[src/sv/aesc_pkg.sv]
// ----------------------------------------------------------------------------
// aesc_pkg: shared types and constants of the ANSI escape stripper
// Parser modes, character codes, controller/datapath handshake structs and
// the small decode helpers used by the datapath.
// ----------------------------------------------------------------------------
package aesc_pkg;

	// Intermediate byte buffer depth and derived widths
	localparam int MAX_INTER = 8;
	localparam int CNT_W     = $clog2(MAX_INTER + 1);
	localparam int IDX_W     = (MAX_INTER > 1) ? $clog2(MAX_INTER) : 1;
	localparam logic [CNT_W-1:0] MAX_CNT = CNT_W'(MAX_INTER);

	// Character codes
	localparam logic [7:0] CH_BEL  = 8'h07;
	localparam logic [7:0] CH_ESC  = 8'h1B;
	localparam logic [7:0] CH_BSL  = 8'h5C;
	localparam logic [7:0] CH_LBR  = 8'h5B;
	localparam logic [7:0] CH_RBR  = 8'h5D;
	localparam logic [7:0] C1_DCS  = 8'h90;
	localparam logic [7:0] C1_SOS  = 8'h98;
	localparam logic [7:0] C1_CSI  = 8'h9B;
	localparam logic [7:0] C1_ST   = 8'h9C;
	localparam logic [7:0] C1_OSC  = 8'h9D;
	localparam logic [7:0] C1_PM   = 8'h9E;
	localparam logic [7:0] C1_APC  = 8'h9F;

	// Byte classes
	localparam logic [7:0] INT_LO  = 8'h20;
	localparam logic [7:0] INT_HI  = 8'h2F;
	localparam logic [7:0] PAR_LO  = 8'h30;
	localparam logic [7:0] PAR_HI  = 8'h3F;
	localparam logic [7:0] FIN_LO  = 8'h40;
	localparam logic [7:0] FIN_HI  = 8'h7E;

	// Parser modes
	typedef enum logic [3:0] {
		M_NORMAL     = 4'd0,
		M_ESC        = 4'd1,
		M_CSI_PAR    = 4'd2,
		M_CSI_INT    = 4'd3,
		M_OSC        = 4'd4,
		M_OSC_ESC    = 4'd5,
		M_STR        = 4'd6,
		M_STR_ESC    = 4'd7,
		M_PREFIX     = 4'd8,
		M_C1_CSI     = 4'd9,
		M_C1_OSC     = 4'd10,
		M_C1_OSC_ESC = 4'd11,
		M_C1_STR     = 4'd12,
		M_C1_STR_ESC = 4'd13
	} mode_t;

	// Controller states
	typedef enum logic [1:0] {
		S_IDLE  = 2'd0,
		S_FLUSH = 2'd1,
		S_TAIL  = 2'd2
	} ctrl_state_t;

	// Controller to datapath commands
	typedef struct packed {
		logic accept;      // take the input request
		logic flush_emit;  // put next buffered intermediate on the output
		logic tail_emit;   // put the held trailing byte on the output
	} ctrl_cmd_t;

	// Datapath to controller status
	typedef struct packed {
		logic out_free;    // output register empty or being taken
		logic dec_flush;   // current request opens an intermediate flush
		logic flush_more;  // more intermediates after the current one
		logic tail_pend;   // a trailing byte follows the flush
	} dp_sts_t;

	// Known CSI final bytes
	function automatic logic is_known_final(input logic [7:0] b);
		logic k;
		case (b)
			8'h41, 8'h42, 8'h43, 8'h44, 8'h45, 8'h46, 8'h47, 8'h48,
			8'h66, 8'h4A, 8'h4B, 8'h53, 8'h54,
			8'h6D, 8'h6E, 8'h73, 8'h75: k = 1'b1;
			default: k = 1'b0;
		endcase
		return k;
	endfunction

	// Next mode inside an OSC or string body, or right after its ESC
	function automatic mode_t str_step(input logic [7:0] b, input logic after_esc,
			input logic bel_ends, input logic c1_st, input mode_t body, input mode_t esc);
		mode_t m;
		m = body;
		if (after_esc && b == CH_BSL) begin
			m = M_NORMAL;
		end else if (b == CH_ESC) begin
			m = esc;
		end else if (bel_ends && b == CH_BEL) begin
			m = M_NORMAL;
		end else if (c1_st && b == C1_ST) begin
			m = M_NORMAL;
		end
		return m;
	endfunction

endpackage

[src/sv/aesc_dp.sv]
// ----------------------------------------------------------------------------
// aesc_dp: parser datapath of the ANSI escape stripper
// Decodes each request against the parser mode, keeps the intermediate
// buffer, and owns the output register that the controller loads.
// ----------------------------------------------------------------------------
module aesc_dp (
	input  logic                 clk,
	input  logic                 arst_n,
	input  logic [7:0]           data_byte,
	input  logic                 end_marker,
	input  logic                 out_ready,
	input  aesc_pkg::ctrl_cmd_t  cmd,
	output aesc_pkg::dp_sts_t    sts,
	output logic                 out_valid,
	output logic [7:0]           out_byte,
	output logic                 byte_valid,
	output logic                 run_last,
	output logic                 text_done,
	output logic                 inter_overflow
);

	// Parser state
	aesc_pkg::mode_t                 mode_q;
	logic [aesc_pkg::CNT_W-1:0]      cnt_q;
	logic [7:0]                      inter_q [aesc_pkg::MAX_INTER];

	// Flush bookkeeping for the request in progress
	logic [aesc_pkg::CNT_W-1:0]      len_q;
	logic [aesc_pkg::CNT_W-1:0]      idx_q;
	logic                            tail_q;
	logic [7:0]                      tail_byte_q;
	logic                            tail_bv_q;
	logic                            end_q;
	logic                            ovf_q;

	// Output register
	logic                            out_valid_q;
	logic [7:0]                      out_byte_q;
	logic                            byte_valid_q;
	logic                            run_last_q;
	logic                            text_done_q;
	logic                            ovf_out_q;

	// Decode results
	aesc_pkg::mode_t                 nb_mode;
	logic                            nb_emit;
	aesc_pkg::mode_t                 dec_nxt;
	logic                            dec_push;
	logic                            dec_clr;
	logic                            dec_fl;
	logic                            dec_em;
	logic                            dec_ovf;
	logic [7:0]                      dec_byte;
	logic                            dec_bv;

	logic                            out_free;
	logic                            flush_more;
	logic                            load_direct;
	logic                            load_any;
	logic                            flush_last;

	// Plain text byte: C1 introducers and ESC open sequences, the rest is kept
	always_comb begin
		nb_mode = aesc_pkg::M_NORMAL;
		nb_emit = 1'b0;
		case (data_byte)
			aesc_pkg::CH_ESC: nb_mode = aesc_pkg::M_ESC;
			aesc_pkg::C1_CSI: nb_mode = aesc_pkg::M_C1_CSI;
			aesc_pkg::C1_OSC: nb_mode = aesc_pkg::M_C1_OSC;
			aesc_pkg::C1_DCS, aesc_pkg::C1_SOS,
			aesc_pkg::C1_PM, aesc_pkg::C1_APC: nb_mode = aesc_pkg::M_C1_STR;
			default: nb_emit = 1'b1;
		endcase
	end

	// Request decode against the current mode
	always_comb begin
		dec_nxt  = mode_q;
		dec_push = 1'b0;
		dec_clr  = 1'b0;
		dec_fl   = 1'b0;
		dec_em   = 1'b0;
		dec_ovf  = 1'b0;
		dec_byte = data_byte;
		dec_bv   = 1'b1;
		if (end_marker) begin
			// end of text: flush open CSI intermediates, else one empty result
			dec_fl   = (mode_q == aesc_pkg::M_CSI_INT) && (cnt_q != '0);
			dec_em   = !dec_fl;
			dec_byte = 8'h00;
			dec_bv   = 1'b0;
			dec_clr  = 1'b1;
			dec_nxt  = aesc_pkg::M_NORMAL;
		end else begin
			case (mode_q)
				aesc_pkg::M_ESC: begin
					case (data_byte)
						aesc_pkg::CH_LBR: begin
							dec_nxt = aesc_pkg::M_CSI_PAR;
							dec_clr = 1'b1;
						end
						aesc_pkg::CH_RBR: dec_nxt = aesc_pkg::M_OSC;
						8'h50, 8'h58, 8'h5E, 8'h5F: dec_nxt = aesc_pkg::M_STR;
						8'h23, 8'h28, 8'h29, 8'h2A, 8'h2B, 8'h2D, 8'h2E, 8'h20:
							dec_nxt = aesc_pkg::M_PREFIX;
						default: dec_nxt = aesc_pkg::M_NORMAL;
					endcase
				end
				aesc_pkg::M_CSI_PAR, aesc_pkg::M_CSI_INT: begin
					if (mode_q == aesc_pkg::M_CSI_PAR &&
							data_byte inside {[aesc_pkg::PAR_LO:aesc_pkg::PAR_HI]}) begin
						dec_nxt = mode_q;
					end else if (data_byte inside {[aesc_pkg::INT_LO:aesc_pkg::INT_HI]}) begin
						if (cnt_q < aesc_pkg::MAX_CNT) begin
							dec_push = 1'b1;
							dec_nxt  = aesc_pkg::M_CSI_INT;
						end else begin
							// buffer full: flush it, keep this byte as text
							dec_fl  = 1'b1;
							dec_clr = 1'b1;
							dec_nxt = nb_mode;
							dec_em  = nb_emit;
							dec_ovf = 1'b1;
						end
					end else if (data_byte inside {[aesc_pkg::FIN_LO:aesc_pkg::FIN_HI]} &&
							aesc_pkg::is_known_final(data_byte)) begin
						dec_clr = 1'b1;
						dec_nxt = aesc_pkg::M_NORMAL;
					end else begin
						// unknown final or breaking byte
						dec_fl  = (cnt_q != '0);
						dec_clr = 1'b1;
						dec_nxt = nb_mode;
						dec_em  = nb_emit;
					end
				end
				aesc_pkg::M_OSC:
					dec_nxt = aesc_pkg::str_step(data_byte, 1'b0, 1'b1, 1'b0,
						aesc_pkg::M_OSC, aesc_pkg::M_OSC_ESC);
				aesc_pkg::M_OSC_ESC:
					dec_nxt = aesc_pkg::str_step(data_byte, 1'b1, 1'b1, 1'b0,
						aesc_pkg::M_OSC, aesc_pkg::M_OSC_ESC);
				aesc_pkg::M_STR:
					dec_nxt = aesc_pkg::str_step(data_byte, 1'b0, 1'b0, 1'b0,
						aesc_pkg::M_STR, aesc_pkg::M_STR_ESC);
				aesc_pkg::M_STR_ESC:
					dec_nxt = aesc_pkg::str_step(data_byte, 1'b1, 1'b0, 1'b0,
						aesc_pkg::M_STR, aesc_pkg::M_STR_ESC);
				aesc_pkg::M_PREFIX: dec_nxt = aesc_pkg::M_NORMAL;
				aesc_pkg::M_C1_CSI: begin
					if (data_byte inside {[aesc_pkg::FIN_LO:aesc_pkg::FIN_HI]}) begin
						dec_nxt = aesc_pkg::M_NORMAL;
					end
				end
				aesc_pkg::M_C1_OSC:
					dec_nxt = aesc_pkg::str_step(data_byte, 1'b0, 1'b1, 1'b1,
						aesc_pkg::M_C1_OSC, aesc_pkg::M_C1_OSC_ESC);
				aesc_pkg::M_C1_OSC_ESC:
					dec_nxt = aesc_pkg::str_step(data_byte, 1'b1, 1'b1, 1'b1,
						aesc_pkg::M_C1_OSC, aesc_pkg::M_C1_OSC_ESC);
				aesc_pkg::M_C1_STR:
					dec_nxt = aesc_pkg::str_step(data_byte, 1'b0, 1'b0, 1'b1,
						aesc_pkg::M_C1_STR, aesc_pkg::M_C1_STR_ESC);
				aesc_pkg::M_C1_STR_ESC:
					dec_nxt = aesc_pkg::str_step(data_byte, 1'b1, 1'b0, 1'b1,
						aesc_pkg::M_C1_STR, aesc_pkg::M_C1_STR_ESC);
				default: begin
					dec_nxt = nb_mode;
					dec_em  = nb_emit;
				end
			endcase
		end
	end

	// Status and output load selects
	assign out_free    = !out_valid_q || out_ready;
	assign flush_more  = aesc_pkg::CNT_W'(idx_q + 1'b1) != len_q;
	assign flush_last  = !flush_more && !tail_q;
	assign load_direct = cmd.accept && !dec_fl && dec_em;
	assign load_any    = load_direct || cmd.flush_emit || cmd.tail_emit;

	assign sts.out_free   = out_free;
	assign sts.dec_flush  = dec_fl;
	assign sts.flush_more = flush_more;
	assign sts.tail_pend  = tail_q;

	// Control state: mode, fill count, output valid
	always_ff @(posedge clk or negedge arst_n) begin
		if (!arst_n) begin
			mode_q      <= aesc_pkg::M_NORMAL;
			cnt_q       <= '0;
			out_valid_q <= 1'b0;
		end else begin
			if (cmd.accept) begin
				mode_q <= dec_nxt;
				if (dec_clr) begin
					cnt_q <= '0;
				end else if (dec_push) begin
					cnt_q <= aesc_pkg::CNT_W'(cnt_q + 1'b1);
				end
			end
			if (load_any) begin
				out_valid_q <= 1'b1;
			end else if (out_ready) begin
				out_valid_q <= 1'b0;
			end
		end
	end

	// Intermediate buffer write
	always_ff @(posedge clk) begin
		if (cmd.accept && dec_push) begin
			inter_q[cnt_q[aesc_pkg::IDX_W-1:0]] <= data_byte;
		end
	end

	// Flush bookkeeping
	always_ff @(posedge clk) begin
		if (cmd.accept) begin
			len_q       <= cnt_q;
			idx_q       <= '0;
			tail_q      <= dec_em;
			tail_byte_q <= dec_byte;
			tail_bv_q   <= dec_bv;
			end_q       <= end_marker;
			ovf_q       <= dec_ovf;
		end else if (cmd.flush_emit) begin
			idx_q <= aesc_pkg::CNT_W'(idx_q + 1'b1);
		end
	end

	// Output register payload
	always_ff @(posedge clk) begin
		if (load_direct) begin
			out_byte_q   <= dec_byte;
			byte_valid_q <= dec_bv;
			run_last_q   <= 1'b1;
			text_done_q  <= end_marker;
			ovf_out_q    <= dec_ovf;
		end else if (cmd.flush_emit) begin
			out_byte_q   <= inter_q[idx_q[aesc_pkg::IDX_W-1:0]];
			byte_valid_q <= 1'b1;
			run_last_q   <= flush_last;
			text_done_q  <= flush_last && end_q;
			ovf_out_q    <= ovf_q;
		end else if (cmd.tail_emit) begin
			out_byte_q   <= tail_byte_q;
			byte_valid_q <= tail_bv_q;
			run_last_q   <= 1'b1;
			text_done_q  <= end_q;
			ovf_out_q    <= ovf_q;
		end
	end

	assign out_valid      = out_valid_q;
	assign out_byte       = out_byte_q;
	assign byte_valid     = byte_valid_q;
	assign run_last       = run_last_q;
	assign text_done      = text_done_q;
	assign inter_overflow = ovf_out_q;

	// Fill count stays within the buffer
	a_cnt_range: assert property (@(posedge clk) disable iff (!arst_n)
		cnt_q <= aesc_pkg::MAX_CNT)
		else $error("intermediate count beyond buffer depth");

	// Intermediate mode always has something buffered
	a_int_nonempty: assert property (@(posedge clk) disable iff (!arst_n)
		mode_q == aesc_pkg::M_CSI_INT |-> cnt_q != '0)
		else $error("intermediate mode with empty buffer");

	// Flush reads only entries of the current run
	a_flush_idx: assert property (@(posedge clk) disable iff (!arst_n)
		cmd.flush_emit |-> idx_q < len_q)
		else $error("flush read past buffered intermediates");

	// An end request leaves the parser in normal text mode
	a_end_normal: assert property (@(posedge clk) disable iff (!arst_n)
		cmd.accept && end_marker |=> mode_q == aesc_pkg::M_NORMAL && cnt_q == '0)
		else $error("end request did not reset the parser");

endmodule

[src/sv/aesc_ctrl.sv]
// ----------------------------------------------------------------------------
// aesc_ctrl: sequencing controller of the ANSI escape stripper
// Takes requests when the output register is free and steps the datapath
// through intermediate flushes and the trailing byte.
// ----------------------------------------------------------------------------
module aesc_ctrl (
	input  logic                 clk,
	input  logic                 arst_n,
	input  logic                 in_valid,
	output logic                 in_ready,
	input  aesc_pkg::dp_sts_t    sts,
	output aesc_pkg::ctrl_cmd_t  cmd
);

	aesc_pkg::ctrl_state_t state_q;
	aesc_pkg::ctrl_state_t state_nxt;
	logic                  accept;

	assign accept = in_valid && in_ready;

	// Next state
	always_comb begin
		state_nxt = state_q;
		case (state_q)
			aesc_pkg::S_IDLE: begin
				if (accept && sts.dec_flush) begin
					state_nxt = aesc_pkg::S_FLUSH;
				end
			end
			aesc_pkg::S_FLUSH: begin
				if (sts.out_free && !sts.flush_more) begin
					state_nxt = sts.tail_pend ? aesc_pkg::S_TAIL : aesc_pkg::S_IDLE;
				end
			end
			aesc_pkg::S_TAIL: begin
				if (sts.out_free) begin
					state_nxt = aesc_pkg::S_IDLE;
				end
			end
			default: state_nxt = aesc_pkg::S_IDLE;
		endcase
	end

	// Outputs
	always_comb begin
		in_ready       = 1'b0;
		cmd.accept     = 1'b0;
		cmd.flush_emit = 1'b0;
		cmd.tail_emit  = 1'b0;
		case (state_q)
			aesc_pkg::S_IDLE: begin
				in_ready   = sts.out_free;
				cmd.accept = in_valid && sts.out_free;
			end
			aesc_pkg::S_FLUSH: cmd.flush_emit = sts.out_free;
			aesc_pkg::S_TAIL:  cmd.tail_emit  = sts.out_free;
			default: in_ready = 1'b0;
		endcase
	end

	// State register
	always_ff @(posedge clk or negedge arst_n) begin
		if (!arst_n) begin
			state_q <= aesc_pkg::S_IDLE;
		end else begin
			state_q <= state_nxt;
		end
	end

	// A flushing request moves into the flush sequence
	a_to_flush: assert property (@(posedge clk) disable iff (!arst_n)
		accept && sts.dec_flush |=> state_q == aesc_pkg::S_FLUSH)
		else $error("flush request did not start flush");

	// Emits happen only with a free output register
	a_emit_free: assert property (@(posedge clk) disable iff (!arst_n)
		cmd.flush_emit || cmd.tail_emit |-> sts.out_free)
		else $error("emit into occupied output register");

	// No request taken while a flush or trailing byte is pending
	a_busy_block: assert property (@(posedge clk) disable iff (!arst_n)
		state_q != aesc_pkg::S_IDLE |-> !cmd.accept)
		else $error("request taken while busy");

endmodule

[src/sv/ansi_escape_stripper.sv]
// Output: a directly kept byte or an empty end result is registered and shows on the cycle after
// acceptance; flushed intermediates follow one per cycle while the output register is free.
// Throughput: one byte per cycle while no intermediates are flushed and out_ready holds; a
// request that flushes buffered CSI intermediates blocks input until they and any trailing
// byte have passed through the single output register that the flush walks through.
// Reset (arst_n low): normal text mode, empty buffer, empty output register.
// ----------------------------------------------------------------------------
// ansi_escape_stripper: removes ECMA-48 control sequences from a byte stream
// Controller and datapath joined by command and status structs.
// ----------------------------------------------------------------------------
module ansi_escape_stripper (
	input  logic       clk,
	input  logic       arst_n,
	input  logic       in_valid,
	output logic       in_ready,
	input  logic [7:0] data_byte,
	input  logic       end_marker,
	output logic       out_valid,
	input  logic       out_ready,
	output logic [7:0] out_byte,
	output logic       byte_valid,
	output logic       run_last,
	output logic       text_done,
	output logic       inter_overflow
);

	aesc_pkg::ctrl_cmd_t cmd;
	aesc_pkg::dp_sts_t   sts;

	// Sequencing controller
	aesc_ctrl u_ctrl (
		.clk      (clk),
		.arst_n   (arst_n),
		.in_valid (in_valid),
		.in_ready (in_ready),
		.sts      (sts),
		.cmd      (cmd)
	);

	// Parser datapath and output register
	aesc_dp u_dp (
		.clk            (clk),
		.arst_n         (arst_n),
		.data_byte      (data_byte),
		.end_marker     (end_marker),
		.out_ready      (out_ready),
		.cmd            (cmd),
		.sts            (sts),
		.out_valid      (out_valid),
		.out_byte       (out_byte),
		.byte_valid     (byte_valid),
		.run_last       (run_last),
		.text_done      (text_done),
		.inter_overflow (inter_overflow)
	);

endmodule
[config.mk]
export PLATFORM = sky130hd
export DESIGN_NAME = ansi_escape_stripper
export DESIGN_NICKNAME = d
export VERILOG_FILES = /design/src/sv/aesc_pkg.sv /design/src/sv/aesc_dp.sv /design/src/sv/aesc_ctrl.sv /design/src/sv/ansi_escape_stripper.sv
export SDC_FILE = /design/constraint.sdc
export NUM_CORES = 1
export LEC_CHECK = 0
export BUFFER_PORTS_ARGS = -buffer_cell sky130_fd_sc_hd__buf_2
export CORE_ASPECT_RATIO = 0.75
export CORE_UTILIZATION = 55
export DETAILED_ROUTE_END_ITERATION = 16
export PLACE_DENSITY = 0.73
export SYNTH_ARGS = -nofsm -noshare
export SYNTH_HDL_FRONTEND = slang
export SYNTH_SLANG_ARGS = --single-unit
[constraint.sdc]
create_clock -name clk -period 3.5 [get_ports clk]
set_clock_uncertainty 0.1 [all_clocks]
set_input_delay 0.7 -clock clk [delete_from_list [all_inputs] [get_ports clk]]
set_output_delay 0.7 -clock clk [all_outputs]
set_load 0.02 [all_outputs]
==> summary.md <==
| Metric | Value |
|---|---|
| Setup bufs post-CTS | 0 |
| Synthesized instance count | 398 |
| Critical path startpoint category | register |
| Worst hold slack | 0.1133 ns |
| Mux contribution to synthesized area | 0.08754 |
| Worst R2R Path Depth | 6 |
| Fin Setup TNS | 0 ns |
| Drt wl/cell | approximately 20 um |
| Gr busiest metal | met2 |
| #FFs+latches synth | 110 |
| Max Clock Freq | 337.0 MHz |
| Ys Warns | 0 |
| P_sw | 1.138 mW |
| Area growth syn-to-layout | 11.66% |
| Leak Pwr | about 1.9 nW |
| Routed Antenna Nets | 0 |
| Max-slew headroom | 0.4846 |
| Final min period | between 2 and 3 ns |
| Final Cell Area | 5762 um^2 |
| RR Startpoint | u_dp.mode_q[2] |
| Power per cell area | 620.9 nW/um^2 |
| Starting Density | 0.5680 |
| P_int | between 2 and 2.5 mW |
| Synth Area in XOR/XNOR | 0.02037 |
| Die area | 9777 um^2 |
| Die width | between 100 and 150 um |
| CP max FO | 12 |
| RSZ-0062 raised after global routing | false |
| Final Cycle Share | 0.8477 |
| Die Height | 85.88 um |
| Placed cell area | 5482 um^2 |
| Final routed DRC violation total | 0 |
| Met1 Resource Use GR | 0.3550 |
| CP peak stage delay | 0.56 ns |
| Via-to-Cell Ratio | around 6.1 |
| Reg power frac | 0.465 |
| Worst path required time | 3.54 ns |
| Share of cells above drive strength 1 | 0.1912 |
| Syn_nets | 414 |
| Clock buffer depth | 2 |
| Post-place setup slack | 0.2238 ns |
| Netlist cell types | 66 |
| Crit path cell chain | or3b_1 -> nor3_1 -> o32ai_1 -> nor2_1 -> nand2_1 -> o311ai_1 |
| Least-Margin Pin Slew | 0.7720 ns |
| Root buffer cell | clkbuf_16 |
| Hpwl dp | roughly 7600 um |
| R2r setup slk | between 0.5 and 0.6 ns |
| Antenna diode count | 0 |
| CP max-delay cell | or3b_1 |
| DRT Pass-1 Iters | 6 |
| Gate power share | 0.264 |
| Multi-input logic area | 1839 um^2 |
| Clock network power share | 0.270 |
| Main combinational cell family by area after synthesis | simple AND/OR/NAND/NOR gates |
| Initial DRC Count | 372 |
| Vias in the first global route | 3326 |
| Overflow after GRT | 0 |
| Clock sink total | between 100 and 150 |
| Max Cap Viol | 0 |
| Top_reg_cell synth | edfxtp_1 |
| Tightest Hold Check Type | primary input to async pin |
| Status | complete, no violations |
| Synth Area in Adders | 0.007274 |
| Post-cts resize count | 0 |
| Worst r2r dst | u_dp.out_byte[3] |
| Hold_buf cts | 0 |
| Setup violators final | 0 |
| Worst Path Arrival | approximately 3 ns |
| Input/output buffers | 26 |
| Compound-Gate Fraction of Synth Area | 0.09408 |
| Final #Nets | 445 |
| Initial antenna violation count | 0 |
| Fin. Hold Viols | 0 |
| GRT met2 Usage | 0.3808 |
| CTS buffer count | 9 |
| Pin count of the biggest net entering global routing | 25 |
| Row cnt | 30 |
| Synth Area in Simple Gates | 0.1460 |
| Io pins | 27 |
| Core Footprint | roughly 9100 um^2 |
| Post-synthesis cell area | 5160 um^2 |
| Mapped Avg Cell Area | 12.96 um^2 |
| Setup ws final | 0.5329 ns |
| Met3 usage | 0.05230 |
| Clock latency on the worst-skew pair | 0.35 ns |
| Sw Share | 0.3181 |
| DR vias | 3416 |
| First-pass GRT wire length | 17660 um |
| Post-synth EDFFs | 91 |
| Crit. End Element | register |
| FF+latch area | 3168 um^2 |
| Drt total wl | 10970 um |
| Max-slew violation count | 0 |
| Gr usage total | 0.2450 |
| Register area share after synthesis | 0.6140 |
| # H-tree levels | 3 |
| GP Congestion | 0.9342 |
| CTS clk-pin slew, worst paths | roughly 0.080 ns |
| Crit path kind | register to register |
| Peak supply drop | 361.6 uV |
| CTS tree | done |
| Fill count | 720 |
| Asr flop ratio synth | 0.1000 |
-- layout make-up --
type | instances | area share
multi-input combinational | 250 | 0.3192
tap | 128 | 0.02780
inverter | 15 | 0.009772
clock buffer | 9 | 0.03909
sequential | 110 | 0.5498
timing repair buffer | 43 | 0.04473
clock inverter | 7 | 0.009555
-- critical path: cells and delay by family, from the launching register on --
family / cells / cell delay, ns
AND/OR/NAND/NOR: 4 / 1.64
flip-flops: 1 / 0.50
AO/OA/AOI/OAI: 2 / 0.50
-- registers in the layout, indices dropped and copies added, names as in the netlist, 2 cells and up, named ones only --
name              flops
u_dp.idx_q            4
u_dp.tail_byte_q      8
u_dp.out_byte         8
u_dp.mode_q           4
u_dp.len_q            4
u_dp.cnt_q            4
u_dp.inter_q         64
u_ctrl.state_q        2
-- cells in the final DEF, fill, tap and decap left out, types with 9 or more instances in the layout --
cell type	n
dfrtp_1	11
nor3_1	12
or3_1	10
clkbuf_16	9
mux4_2	16
nand2b_1	9
edfxtp_1	91
inv_1	13
buf_4	17
nor2_1	43
a21oi_1	20
nand2_1	16
buf_2	26
-- how the worst max path moves through the flow --
| stage | end | slack [ns] | depth (start not counted) | start |
|---|---|---|---|---|
| floorplan | u_dp.inter_q[1][0] | 0.13 | 6 | out_ready |
| global placement | u_dp.out_byte[7] | 0.33 | 8 | data_byte[3] |
| detailed placement | u_dp.out_byte[3] | 0.22 | 8 | data_byte[3] |
| CTS | u_dp.out_byte[3] | 0.61 | 6 | u_dp.mode_q[1] |
| global route | u_dp.out_byte[3] | 0.37 | 8 | data_byte[1] |
| finish | u_dp.out_byte[3] | 0.53 | 6 | u_dp.mode_q[2] |
-- cells by family (layout without fill, tap and decap cells) --
logic type	after synthesis	in the layout
flip-flops	110	110
adder cells (fa/ha/maj)	3	3
AND/OR/NAND/NOR	141	141
AO/OA/AOI/OAI	69	69
buffers and inverters	38	74
XOR/XNOR	12	12
multiplexers	25	25
-- Yosys cell counts (all sizes together), types with 3 or more instances --
| cell type | number | area (um^2) |
|---|---|---|
| a211oi | 3 | 27.52 |
| dfxtp | 8 | 160.2 |
| mux4 | 16 | 360.4 |
| nor2 | 44 | 172.7 |
| buf | 10 | 53.79 |
| o311ai | 9 | 78.83 |
| nor3 | 12 | 60.06 |
| nand3 | 8 | 40.04 |
| dfrtp | 11 | 275.3 |
| or3 | 10 | 62.56 |
| nand2 | 16 | 60.06 |
| ha | 3 | 37.54 |
| edfxtp | 91 | 2733 |
| xnor2 | 8 | 70.07 |
| xor2 | 4 | 35.03 |
| o31ai | 3 | 22.52 |
| inv | 14 | 52.55 |
| clkbuf | 13 | 48.80 |
| mux2i | 8 | 80.08 |
| nand2b | 9 | 56.30 |
| o211ai | 5 | 37.54 |
| o21ai | 9 | 45.04 |
| nor4 | 8 | 50.05 |
| nor4b | 3 | 26.28 |
| or2 | 9 | 56.31 |
| nand4 | 4 | 25.02 |
| nor2b | 5 | 31.28 |
| a21oi | 20 | 100.1 |
-- power by group through the flow --
stage               clock network, mW  logic (mW)  registers [mW]
CTS                             0.974       0.939            1.66
global placement                    0       0.922            1.69
global route                     1.03        1.03            1.68
floorplan                           0       0.606            1.75
detailed placement                  0       0.936            1.69
finish                          0.967       0.946            1.66
-- layer usage --
metal  vias up  wire, um  part of all wire
met5         -         0                 0
met4         0       142             0.013
met3        20       715             0.065
met2       144      5034              0.46
met1      1668      5077              0.46
li1       1584         -                 -
-- stage by stage --
stage / total power [mW] / instances / utilization
after global routing: 3.739 / 562 / 0.6343
after global placement: 2.614 / 546 / 0.6034
after detailed placement: 2.627 / 546 / 0.6034
final: 3.577 / 562 / 0.6343
after floorplan: 2.353 / 398 / -
after CTS: 3.578 / 562 / 0.6343
No activity file was read; power rests on OpenSTA's default activity.
